<file path="config.mk">
export PLATFORM = sky130hd
export DESIGN_NAME = euclidean_distance_4d
export DESIGN_NICKNAME = d
export VERILOG_FILES = /design/src/design/ed4d_pkg.sv /design/src/design/euclidean_distance_4d.sv /design/src/design/ed4d_diff.sv /design/src/design/ed4d_sqsum.sv /design/src/design/ed4d_sqrt.sv
export VERILOG_INCLUDE_DIRS = /design/src /design/src/design
export SDC_FILE = /design/constraint.sdc
export NUM_CORES = 2
export LEC_CHECK = 0
export BUFFER_PORTS_ARGS = -buffer_cell sky130_fd_sc_hd__clkbuf_2
export CELL_PAD_IN_SITES_DETAIL_PLACEMENT = 1
export CELL_PAD_IN_SITES_GLOBAL_PLACEMENT = 1
export CORE_UTILIZATION = 40
export DETAILED_ROUTE_END_ITERATION = 16
export MAX_ROUTING_LAYER = met4
export PLACE_DENSITY_LB_ADDON = 0.15
export SETUP_SLACK_MARGIN = 0.3
export SLEW_MARGIN = 20
export SYNTH_ARGS = -nofsm -noshare
export SYNTH_HDL_FRONTEND = slang
export SYNTH_SLANG_ARGS = --single-unit
</file>
<file path="constraint.sdc">
create_clock -name clk_i -period 7 [get_ports clk_i]
set_input_delay 1.4 -clock clk_i [delete_from_list [all_inputs] [get_ports clk_i]]
set_output_delay 1.4 -clock clk_i [all_outputs]
set_load 0.1 [all_outputs]
</file>
<file path="src/design/euclidean_distance_4d_macros.svh">
// Assertion helpers shared by the distance pipeline.
// Every module that uses them has a clock clk_i and an active-low reset rst_ni.
`ifndef EUCLIDEAN_DISTANCE_4D_MACROS_SVH
`define EUCLIDEAN_DISTANCE_4D_MACROS_SVH

// Same-cycle implication, disabled while reset is asserted.
`define ED4D_ASSERT_NOW(label, ante, cons, msg) \
  label: assert property (@(posedge clk_i) disable iff (!rst_ni) (ante) |-> (cons)) \
    else $error(msg);

// Next-cycle implication, disabled while reset is asserted.
`define ED4D_ASSERT_NEXT(label, ante, cons, msg) \
  label: assert property (@(posedge clk_i) disable iff (!rst_ni) (ante) |=> (cons)) \
    else $error(msg);

`endif

</file>
<file path="src/design/ed4d_pkg.sv">
package ed4d_pkg;

  // Number of axes and the coordinate format.
  localparam int DIMS = 4;
  localparam int COORD_W = 16;
  localparam logic signed [COORD_W-1:0] COORD_LIMIT = 16'sd16384;

  // Magnitude of a difference, a square, the sum of squares and the root.
  localparam int MAG_W = 16;
  localparam int SQ_W = 31;
  localparam int SUM_W = 33;
  localparam int RAD_W = 34;
  localparam int ROOT_W = 17;
  localparam int REM_W = 19;

  typedef logic [DIMS-1:0][COORD_W-1:0] coord_vec_t;
  typedef logic [DIMS-1:0][MAG_W-1:0] mag_vec_t;
  typedef logic [DIMS-1:0][SQ_W-1:0] sq_vec_t;

  // Working state of the digit-by-digit square root.
  typedef struct packed {
    logic [RAD_W-1:0] rad;
    logic [REM_W-1:0] rem;
    logic [ROOT_W-1:0] root;
  } sqrt_st_t;

  // Clamp a coordinate to the range -1.0 .. +1.0.
  function automatic logic signed [COORD_W-1:0] sat_coord(input logic [COORD_W-1:0] raw);
    logic signed [COORD_W-1:0] v;
    v = $signed(raw);
    if (v > COORD_LIMIT) begin
      v = COORD_LIMIT;
    end else if (v < -COORD_LIMIT) begin
      v = -COORD_LIMIT;
    end
    return v;
  endfunction

  // Absolute difference of two clamped coordinates; at most 32768.
  function automatic logic [MAG_W-1:0] abs_diff(input logic [COORD_W-1:0] a,
                                                input logic [COORD_W-1:0] b);
    logic signed [COORD_W-1:0] sa;
    logic signed [COORD_W-1:0] sb;
    logic signed [COORD_W:0] d;
    logic signed [COORD_W:0] m;
    sa = sat_coord(a);
    sb = sat_coord(b);
    d = {sa[COORD_W-1], sa} - {sb[COORD_W-1], sb};
    m = d[COORD_W] ? -d : d;
    return m[MAG_W-1:0];
  endfunction

  // One result digit of the restoring square root: bring down two radicand
  // bits, try to subtract 4*root+1, and shift the outcome into the root.
  function automatic sqrt_st_t sqrt_step(input sqrt_st_t s);
    logic [REM_W+1:0] acc;
    logic [REM_W+1:0] trial;
    sqrt_st_t n;
    acc = {s.rem, s.rad[RAD_W-1 -: 2]};
    trial = {2'b00, s.root, 2'b01};
    n.rad = {s.rad[RAD_W-3:0], 2'b00};
    if (acc >= trial) begin
      n.rem = REM_W'(acc - trial);
      n.root = {s.root[ROOT_W-2:0], 1'b1};
    end else begin
      n.rem = acc[REM_W-1:0];
      n.root = {s.root[ROOT_W-2:0], 1'b0};
    end
    return n;
  endfunction

endpackage

</file>
<file path="src/design/euclidean_distance_4d.sv">
// Four-dimensional Euclidean distance, fully pipelined.
// Input channel: the eight coordinates (signed Q1.14, clamped to -1.0..+1.0)
// are taken as one beat at a rising edge with start_i high and busy_o low.
// busy_o is always low, so a new beat may enter in every cycle.
// Output channel: distance_o (unsigned Q.14, 0..65536) is shown for exactly
// one cycle with valid_o high; the receiver has no way to hold it.
// Throughput is one beat per cycle, set by the fact that every unit
// (difference, multipliers, adder, root stages) has its own stage.
// Stages: clamp and difference, four squares, sum, then the restoring
// square root, up to DigitsPerStage compare-subtract steps per stage.
// Reset clears every stage valid bit, dropping beats in flight; no beat is
// produced until a new one is accepted. The block keeps no state between
// beats, so results come out in the order the beats went in.
`include "euclidean_distance_4d_macros.svh"

module euclidean_distance_4d #(
  parameter int DigitsPerStage = 2
) (
  input  logic                                 clk_i,
  input  logic                                 rst_ni,
  input  logic                                 start_i,
  output logic                                 busy_o,
  input  logic signed [ed4d_pkg::COORD_W-1:0]  first_x_i,
  input  logic signed [ed4d_pkg::COORD_W-1:0]  first_y_i,
  input  logic signed [ed4d_pkg::COORD_W-1:0]  first_z_i,
  input  logic signed [ed4d_pkg::COORD_W-1:0]  first_t_i,
  input  logic signed [ed4d_pkg::COORD_W-1:0]  second_x_i,
  input  logic signed [ed4d_pkg::COORD_W-1:0]  second_y_i,
  input  logic signed [ed4d_pkg::COORD_W-1:0]  second_z_i,
  input  logic signed [ed4d_pkg::COORD_W-1:0]  second_t_i,
  output logic                                 valid_o,
  output logic [ed4d_pkg::ROOT_W-1:0]          distance_o
);

  localparam int SqrtStages =
    (ed4d_pkg::ROOT_W + DigitsPerStage - 1) / DigitsPerStage;
  localparam int Latency = 3 + SqrtStages;

  logic                         accept;
  ed4d_pkg::coord_vec_t         first_vec;
  ed4d_pkg::coord_vec_t         second_vec;
  logic                         diff_valid;
  ed4d_pkg::mag_vec_t           diff_mag;
  logic                         sum_valid;
  logic [ed4d_pkg::SUM_W-1:0]   sum;

  // The pipeline never stalls, so a beat is taken whenever start_i is high.
  assign busy_o = 1'b0;
  assign accept = start_i && !busy_o;

  // Gather the coordinates by axis: x, y, z, t.
  assign first_vec  = {first_t_i, first_z_i, first_y_i, first_x_i};
  assign second_vec = {second_t_i, second_z_i, second_y_i, second_x_i};

  ed4d_diff u_diff (
    .clk_i    (clk_i),
    .rst_ni   (rst_ni),
    .valid_i  (accept),
    .first_i  (first_vec),
    .second_i (second_vec),
    .valid_o  (diff_valid),
    .mag_o    (diff_mag)
  );

  ed4d_sqsum u_sqsum (
    .clk_i   (clk_i),
    .rst_ni  (rst_ni),
    .valid_i (diff_valid),
    .mag_i   (diff_mag),
    .valid_o (sum_valid),
    .sum_o   (sum)
  );

  ed4d_sqrt #(
    .DigitsPerStage (DigitsPerStage)
  ) u_sqrt (
    .clk_i   (clk_i),
    .rst_ni  (rst_ni),
    .valid_i (sum_valid),
    .sum_i   (sum),
    .valid_o (valid_o),
    .root_o  (distance_o)
  );

  `ED4D_ASSERT_NOW(a_beat_out, accept, ##Latency valid_o, "accepted beat produced no result")
  `ED4D_ASSERT_NOW(a_no_phantom, valid_o, $past(accept, Latency),
    "result strobe without an accepted beat")
  `ED4D_ASSERT_NOW(a_range, valid_o, distance_o <= 17'd65536, "distance out of range")

endmodule

</file>
<file path="src/design/ed4d_diff.sv">
module ed4d_diff (
  input  logic                  clk_i,
  input  logic                  rst_ni,
  input  logic                  valid_i,
  input  ed4d_pkg::coord_vec_t  first_i,
  input  ed4d_pkg::coord_vec_t  second_i,
  output logic                  valid_o,
  output ed4d_pkg::mag_vec_t    mag_o
);

  logic               valid_q;
  ed4d_pkg::mag_vec_t mag_d;
  ed4d_pkg::mag_vec_t mag_q;

  // Clamp each coordinate and form the magnitude of each axis difference.
  always_comb begin
    for (int k = 0; k < ed4d_pkg::DIMS; k++) begin
      mag_d[k] = ed4d_pkg::abs_diff(first_i[k], second_i[k]);
    end
  end

  always_ff @(posedge clk_i or negedge rst_ni) begin
    if (!rst_ni) begin
      valid_q <= 1'b0;
    end else begin
      valid_q <= valid_i;
    end
  end

  always_ff @(posedge clk_i) begin
    mag_q <= mag_d;
  end

  assign valid_o = valid_q;
  assign mag_o = mag_q;

endmodule

</file>
<file path="src/design/ed4d_sqsum.sv">
module ed4d_sqsum (
  input  logic                             clk_i,
  input  logic                             rst_ni,
  input  logic                             valid_i,
  input  ed4d_pkg::mag_vec_t               mag_i,
  output logic                             valid_o,
  output logic [ed4d_pkg::SUM_W-1:0]       sum_o
);

  logic                         sq_valid_q;
  logic                         sum_valid_q;
  ed4d_pkg::sq_vec_t            sq_d;
  ed4d_pkg::sq_vec_t            sq_q;
  logic [ed4d_pkg::SUM_W-1:0]   sum_d;
  logic [ed4d_pkg::SUM_W-1:0]   sum_q;

  // One multiplier per axis; a magnitude of at most 2^15 squares into 31 bits.
  always_comb begin
    for (int k = 0; k < ed4d_pkg::DIMS; k++) begin
      sq_d[k] = ed4d_pkg::SQ_W'(mag_i[k]) * ed4d_pkg::SQ_W'(mag_i[k]);
    end
  end

  // Exact sum of the four registered squares.
  always_comb begin
    sum_d = '0;
    for (int k = 0; k < ed4d_pkg::DIMS; k++) begin
      sum_d = sum_d + ed4d_pkg::SUM_W'(sq_q[k]);
    end
  end

  always_ff @(posedge clk_i or negedge rst_ni) begin
    if (!rst_ni) begin
      sq_valid_q <= 1'b0;
      sum_valid_q <= 1'b0;
    end else begin
      sq_valid_q <= valid_i;
      sum_valid_q <= sq_valid_q;
    end
  end

  always_ff @(posedge clk_i) begin
    sq_q <= sq_d;
    sum_q <= sum_d;
  end

  assign valid_o = sum_valid_q;
  assign sum_o = sum_q;

endmodule

</file>
<file path="src/design/ed4d_sqrt.sv">
`include "euclidean_distance_4d_macros.svh"

module ed4d_sqrt #(
  parameter int DigitsPerStage = 2
) (
  input  logic                          clk_i,
  input  logic                          rst_ni,
  input  logic                          valid_i,
  input  logic [ed4d_pkg::SUM_W-1:0]    sum_i,
  output logic                          valid_o,
  output logic [ed4d_pkg::ROOT_W-1:0]   root_o
);

  localparam int Stages = (ed4d_pkg::ROOT_W + DigitsPerStage - 1) / DigitsPerStage;

  ed4d_pkg::sqrt_st_t  st_in;
  ed4d_pkg::sqrt_st_t  st_d [Stages];
  ed4d_pkg::sqrt_st_t  st_q [Stages];
  logic [Stages-1:0]   vld_q;
  logic [ed4d_pkg::REM_W-1:0] rem_bound;

  // Start with an empty root and remainder; the radicand is padded to even width.
  assign st_in.rad  = ed4d_pkg::RAD_W'(sum_i);
  assign st_in.rem  = '0;
  assign st_in.root = '0;

  for (genvar s = 0; s < Stages; s++) begin : g_stage
    // Each stage resolves up to DigitsPerStage root bits, most significant first.
    always_comb begin
      st_d[s] = (s == 0) ? st_in : st_q[(s == 0) ? 0 : s - 1];
      for (int j = 0; j < DigitsPerStage; j++) begin
        if (s * DigitsPerStage + j < ed4d_pkg::ROOT_W) begin
          st_d[s] = ed4d_pkg::sqrt_step(st_d[s]);
        end
      end
    end

    always_ff @(posedge clk_i or negedge rst_ni) begin
      if (!rst_ni) begin
        vld_q[s] <= 1'b0;
      end else begin
        vld_q[s] <= (s == 0) ? valid_i : vld_q[(s == 0) ? 0 : s - 1];
      end
    end

    always_ff @(posedge clk_i) begin
      st_q[s] <= st_d[s];
    end
  end

  assign valid_o = vld_q[Stages-1];
  assign root_o = st_q[Stages-1].root;

  // A finished root leaves a remainder of at most twice the root.
  assign rem_bound = {1'b0, st_q[Stages-1].root, 1'b0};

  `ED4D_ASSERT_NOW(a_rem_bound, vld_q[Stages-1], st_q[Stages-1].rem <= rem_bound,
    "square root remainder exceeds twice the root")
  `ED4D_ASSERT_NEXT(a_vld_enter, valid_i, vld_q[0], "beat lost entering the root pipeline")

endmodule
</file>
Word level (Yosys, flattened, before mapping)
Memories as Yosys holds them, arrays and structs flattened. Cells that the tools add are included.

Output and inout port bits: 19. Latch bits: 0. Register bits after elaboration: 233. Memory bits (writable): 612. Bits in read-only memories: 0. Bits of input ports: 131. Memories: 1. Logic and storage cells: 124.

Reduce and logical (&&, ||, !) cells: 0. Mux-type cells: 37. Shifts and indexed selects: 0. Divide/modulo/power cells: 0. Bitwise gates (word level): 0. $mul: 4. $add $sub $neg: 28. Equality and inequality tests: 0. Order comparisons: 33.

Memories: u_sqrt.st_q (words 9, width 68, rd ports 9, clocked after memory_dff 0, wr ports 9, line ed4d_sqrt.sv:18) `ed4d_pkg::sqrt_st_t st_q [Stages];`.

Operators with widths (number): $mux 36 (17); $ge 21x19->1 (16); $mux 16 (20); $sub 19x19->19 (16); $gt 16x16->1 const B (8); $lt 16x15->1 const B (8); $mul 16x16->31 (4); $sub 16x16->17 (4); $add 33x31->33 (2); $neg 16->16 (4); $add 31x31->32 (1); $sub 1x1->2 const B (1); $ge 1x1->1 const B (1).

Longest topological paths before layout
Depth in word-level cells: 6. Gate-level depth with buffers: 26. Gate-level depth less buffers: 25.

Cells and area by module
Synthesis repeated with hierarchy kept, for this count alone.

Cell total of the unflattened synthesis: 6622. Area total of the unflattened synthesis: 59654.7 sq um.

Modules (own cells, without submodules): ed4d_sqsum (cells an instance 3691, seq. area each 3113.0 sq um, area an instance 34479.3 sq um, times used 1); ed4d_sqrt (cells an instance 2064, seq. area each 7332.0 sq um, area an instance 18569.1 sq um, times used 1); ed4d_diff (cells an instance 865, seq. area each 1306.3 sq um, area an instance 6595.1 sq um, times used 1); euclidean_distance_4d (cells an instance 2, seq. area each 0.0 sq um, area an instance 11.3 sq um, times used 1).

Least setup slack after synthesis
Ideal clock, no wire load.

Path type: flip-flop to flip-flop. From: register u_diff.mag_q (netlist bit u_diff.mag_o[52]). To: register u_sqsum.sq_q[123] in the netlist's numbering. Path buffers: 2. Required time: 6.872 ns. Period minus slack after synthesis: 6.336 ns. Library setup time: 0.128 ns. Data arrival time: 6.208 ns. Stages on the path, launching flop included: 24. Setup slack: 0.664 ns. Cell sequence: dfxtp_1 clkbuf_1 clkbuf_1 nand2_1 fa_1 inv_1 fa_1 fa_1 fa_1 fa_1 inv_1 fa_1 inv_1 ha_1 a21o_1 a21o_1 a21o_1 and2_1 o21a_1 o211ai_1 nand2_1 o41a_1 mux2i_1 nand4_1.

RTL lines: from (decl) (line ed4d_diff.sv:13) `ed4d_pkg::mag_vec_t mag_q;`; from (signal assigned) (line ed4d_diff.sv:31) `mag_q <= mag_d;`; to (signal assigned) (line ed4d_sqsum.sv:43) `sq_q <= sq_d;`; to (decl) (line ed4d_sqsum.sv:13) `ed4d_pkg::sq_vec_t sq_q;`.

==> metrics list <==
- Of all cell types, the one taking the most synthesized area is fa_1.
- Met3 track demand over resource: 2.00%
- Post-route antenna net violation count: 0
* Setup crit start kind: flop
* Met2 layer usage reported by global route: 38.6%
- Area growth from synthesis to final layout: 9.81%
- Number of cells on the worst reg-to-reg path: 20
* Post-synthesis instance area: 60500 um^2
- Pins over their slew limit: 0
- For this block, the routed nets add up to 156000 um of wire.
- Of the available clock period, the critical path in the final layout requires 91.4%.
* Clock slew seen by the registers of the worst setup and hold paths: 0.06 ns
- After layout, the minimum clock period comes to 6.40 ns.
- Die span in x: 391 um
- TritonCTS sink count: 584
- Outcome: finished clean
- The clock passes through at most 3 buffers.
- TritonCTS built the clock tree.
- Critical Setup Path Class: flop to flop
- Across the run, the number of max-cap violations was 0.
* Via count of the first global-routing pass: 50000
- CP peak stage delay: 0.63 ns
- From bottom edge to top edge, the die measures 391 um.
- Number of H-tree levels: 3
* First-pass GRT wire length: 260000 um
* Count of vias placed by the detailed router: 45600
* Pin count of the biggest net entering global routing: 31
- Traced cell by cell, the critical path runs through nand2_1, fa_1, inv_1, fa_1, fa_1, fa_1, fa_1, inv_1, fa_1, inv_1, ha_1, a21o_1, a21o_1, a21oi_1, nor2_1, a311o_1, a21oi_1, o2111ai_1, a21oi_1, xnor2_1.
- For this run, the leading register cell type out of synthesis is dfxtp_1.
* Worst-Skew Late Latency: 0.71 ns
* Fraction of layout cells with a size suffix above 1: 7.35%
* Final TNS setup: 0 ns
* Crit. path cell count: 20
- Of all nets on the critical path, the largest fanout is 10.
* Worst max-slew margin expressed relative to the limit: 38.7%
* Number of design rule violations left after detail routing: 0
- In this run the core area contains 142 standard-cell rows.
- Routability congestion estimate: 0.848
- Cell with the most instances after synthesis: inv_1
- Slack of the critical path: 0.602 ns
- Critical Path AT: 6.96 ns
- After floorplanning, the core was sized to cover 150000 um^2.
- Setup repair after global routing missed its margin: yes
* Top delay family on crit path: adder cells
* Post-synthesis instance total: 6862
- Share of the synthesized area in the top cell type: 22.7%
* Capturing element type of the critical path: flop
- Count of placed standard cells including taps: 8951
- Number of CTS-inserted buffers: 72
- Skew final: 0.0564 ns
* NumNets Final: 8521
* Die footprint: 153000 um^2
- Sequential area share after synthesis: 19.4%
- Vias/cell: 5.02
* Final cell count without fillers: 9087
- Data on the critical path is required at its endpoint by 7.56 ns.
* Async S/R FF share, synth: 2.05%
- Setup violations remaining at the end of the flow were counted as 0.
- A synthesized cell averages 8.81 um^2.
- Initial standard-cell utilization of the core: 40.3%
* Number of design-rule violations left by the first detailed-router iteration: 1576
- The netlist uses 106 different library cells.
* Antenna violations before repair: 1
- Dpl ws: 0.140 ns
- For this run, the detailed router's first-pass iteration total came to 5.
- Number of enable flip-flop cells after synthesis: 0
- Global routing used 21.6% of the available tracks.
- Instance count along the most critical hold path: 0
- Actual transition at the worst max-transition pin: 0.920 ns
- Overflow left after global routing: 0
- Global Route met1 Usage: 26.6%
- Boundary pin count: 150
- The layer flagged by global routing as most heavily used is met2.
- Counting flops and latches in the post-synthesis netlist gives 584.
- Highest-delay cell along the critical path: dfxtp_1
- Detailed-route wire length per cell: 17.2 um
- Worst hold path class: flop to flop
* Ranking of synthesized cells by instance count: inv_1 (1300), ha_1 (692), fa_1 (686), dfxtp_1 (572), nand2_1 (563)
- The wire-length estimate of the detail-placed layout is 134000 um.
- Input/output buffers: 148
- Number of antenna cells inserted: 0
* Final hold violation count: 0
- The critical path contains buffers and inverters numbering 3 combined.
* CP most frequent cell: fa_1
- Synth Warn #: 0
- The root buffer cell chosen for the clock tree is clkbuf_16.
* Post-CTS Hold Buffers: 0
- Biggest area contributors in the synthesized netlist: fa_1 (23%), dfxtp_1 (19%), ha_1 (14%), inv_1 (8.1%), xnor2_1 (4.8%)
- Derived from the worst setup path, the maximum achievable clock frequency is 156 MHz.
[flip-flops by register name (all words and copies together) (netlist names)]
signal and cells:
u_diff.mag_o 64, u_sqrt.st_q 355, u_sqsum.sum_o 33, u_sqsum.sq_q 120, u_sqsum.sq_valid_q 1, u_sqrt.valid_o 1
u_diff.valid_o 1, u_sqsum.valid_o 1, u_sqrt.vld_q 8
[routing by layer]
metal	up-vias	share of wire (%)	routed length, um
li1	22400	-	-
met1	22700	45	71100
met2	303	51	80000
met3	149	1.8	2750
met4	0	1.5	2420
met5	-	0	0
[final timing paths]
path | startpoint | end | slack [ns]
min in group asynchronous | rst_ni | u_sqrt.vld_q[6] | 0.56
max | u_diff.mag_o[30] | u_sqsum.sq_q[60] | 0.60
min reg2reg | u_sqrt.st_q[0][60] | u_sqrt.st_q[0][132] | 0.30
max in group asynchronous | rst_ni | u_sqsum.valid_o | 6.21
min | u_sqrt.st_q[0][60] | u_sqrt.st_q[0][132] | 0.30
max reg2reg | u_diff.mag_o[30] | u_sqsum.sq_q[60] | 0.60
[area by class of cell]
type / instances / area (um^2)
clock buffers: 83 / 1890
repair buffers: 232 / 1370
multi-input cells: 4816 / 43200
clock inverters: 50 / 737
flip-flops and latches: 584 / 11800
fillers: 17800 / 83600
inverters: 1306 / 4910
well taps: 2016 / 2520
[cells in the final DEF, fill, tap and decap left out, drive strengths merged, types with 11 or more instances in the layout]
cell	count
inv	1313
ha	692
fa	686
dfxtp	572
nand2	564
nor2	402
a21oi	340
xnor2	331
and2	252
clkbuf	231
o21ai	189
xor2	139
nor3	126
a21o	113
nand3	112
buf	84
o21a	77
o21bai	62
nor2b	57
nor4	52
nand4	46
and3	45
nand2b	43
or3	43
or2	43
a31oi	36
a211oi	36
mux2	31
o31ai	28
a31o	24
o211ai	24
clkinv	24
mux2i	15
a211o	14
o41ai	13
o2111ai	13
dfrtp	12
o31a	11
[timing repair]
item / 4_1_cts / 5_1_grt
resized for setup: 4 / 33
pin swaps: 0 / 1
buffers inserted: 0 / 3
endpoints found under the setup margin: 2 / 29
[per-stage QoR]
step | hold WS, ns | instance area [um^2] | utilization (%)
after CTS | 0.291 | 66300 | 44.2
after floorplan | 0.310 | 60500 | -
after detailed placement | 0.313 | 63600 | 42.4
final | 0.298 | 66400 | 44.3
after global placement | 0.310 | 63600 | 42.4
after global routing | 0.304 | 66400 | 44.3
[cells by family after synthesis]
group                    share of synthesized area [%]
AO/OA/AOI/OAI                                     11.6
XOR/XNOR                                          6.81
adder cells (fa/ha/maj)                           37.0
buffers and inverters                             9.24
flip-flops                                        19.4
multiplexers                                     0.826
other                                           0.0124
AND/OR/NAND/NOR                                   15.0
Power is left out: the tool's default activity adds up to more than one toggle a clock period on the data nets, which glitch-free logic cannot reach.
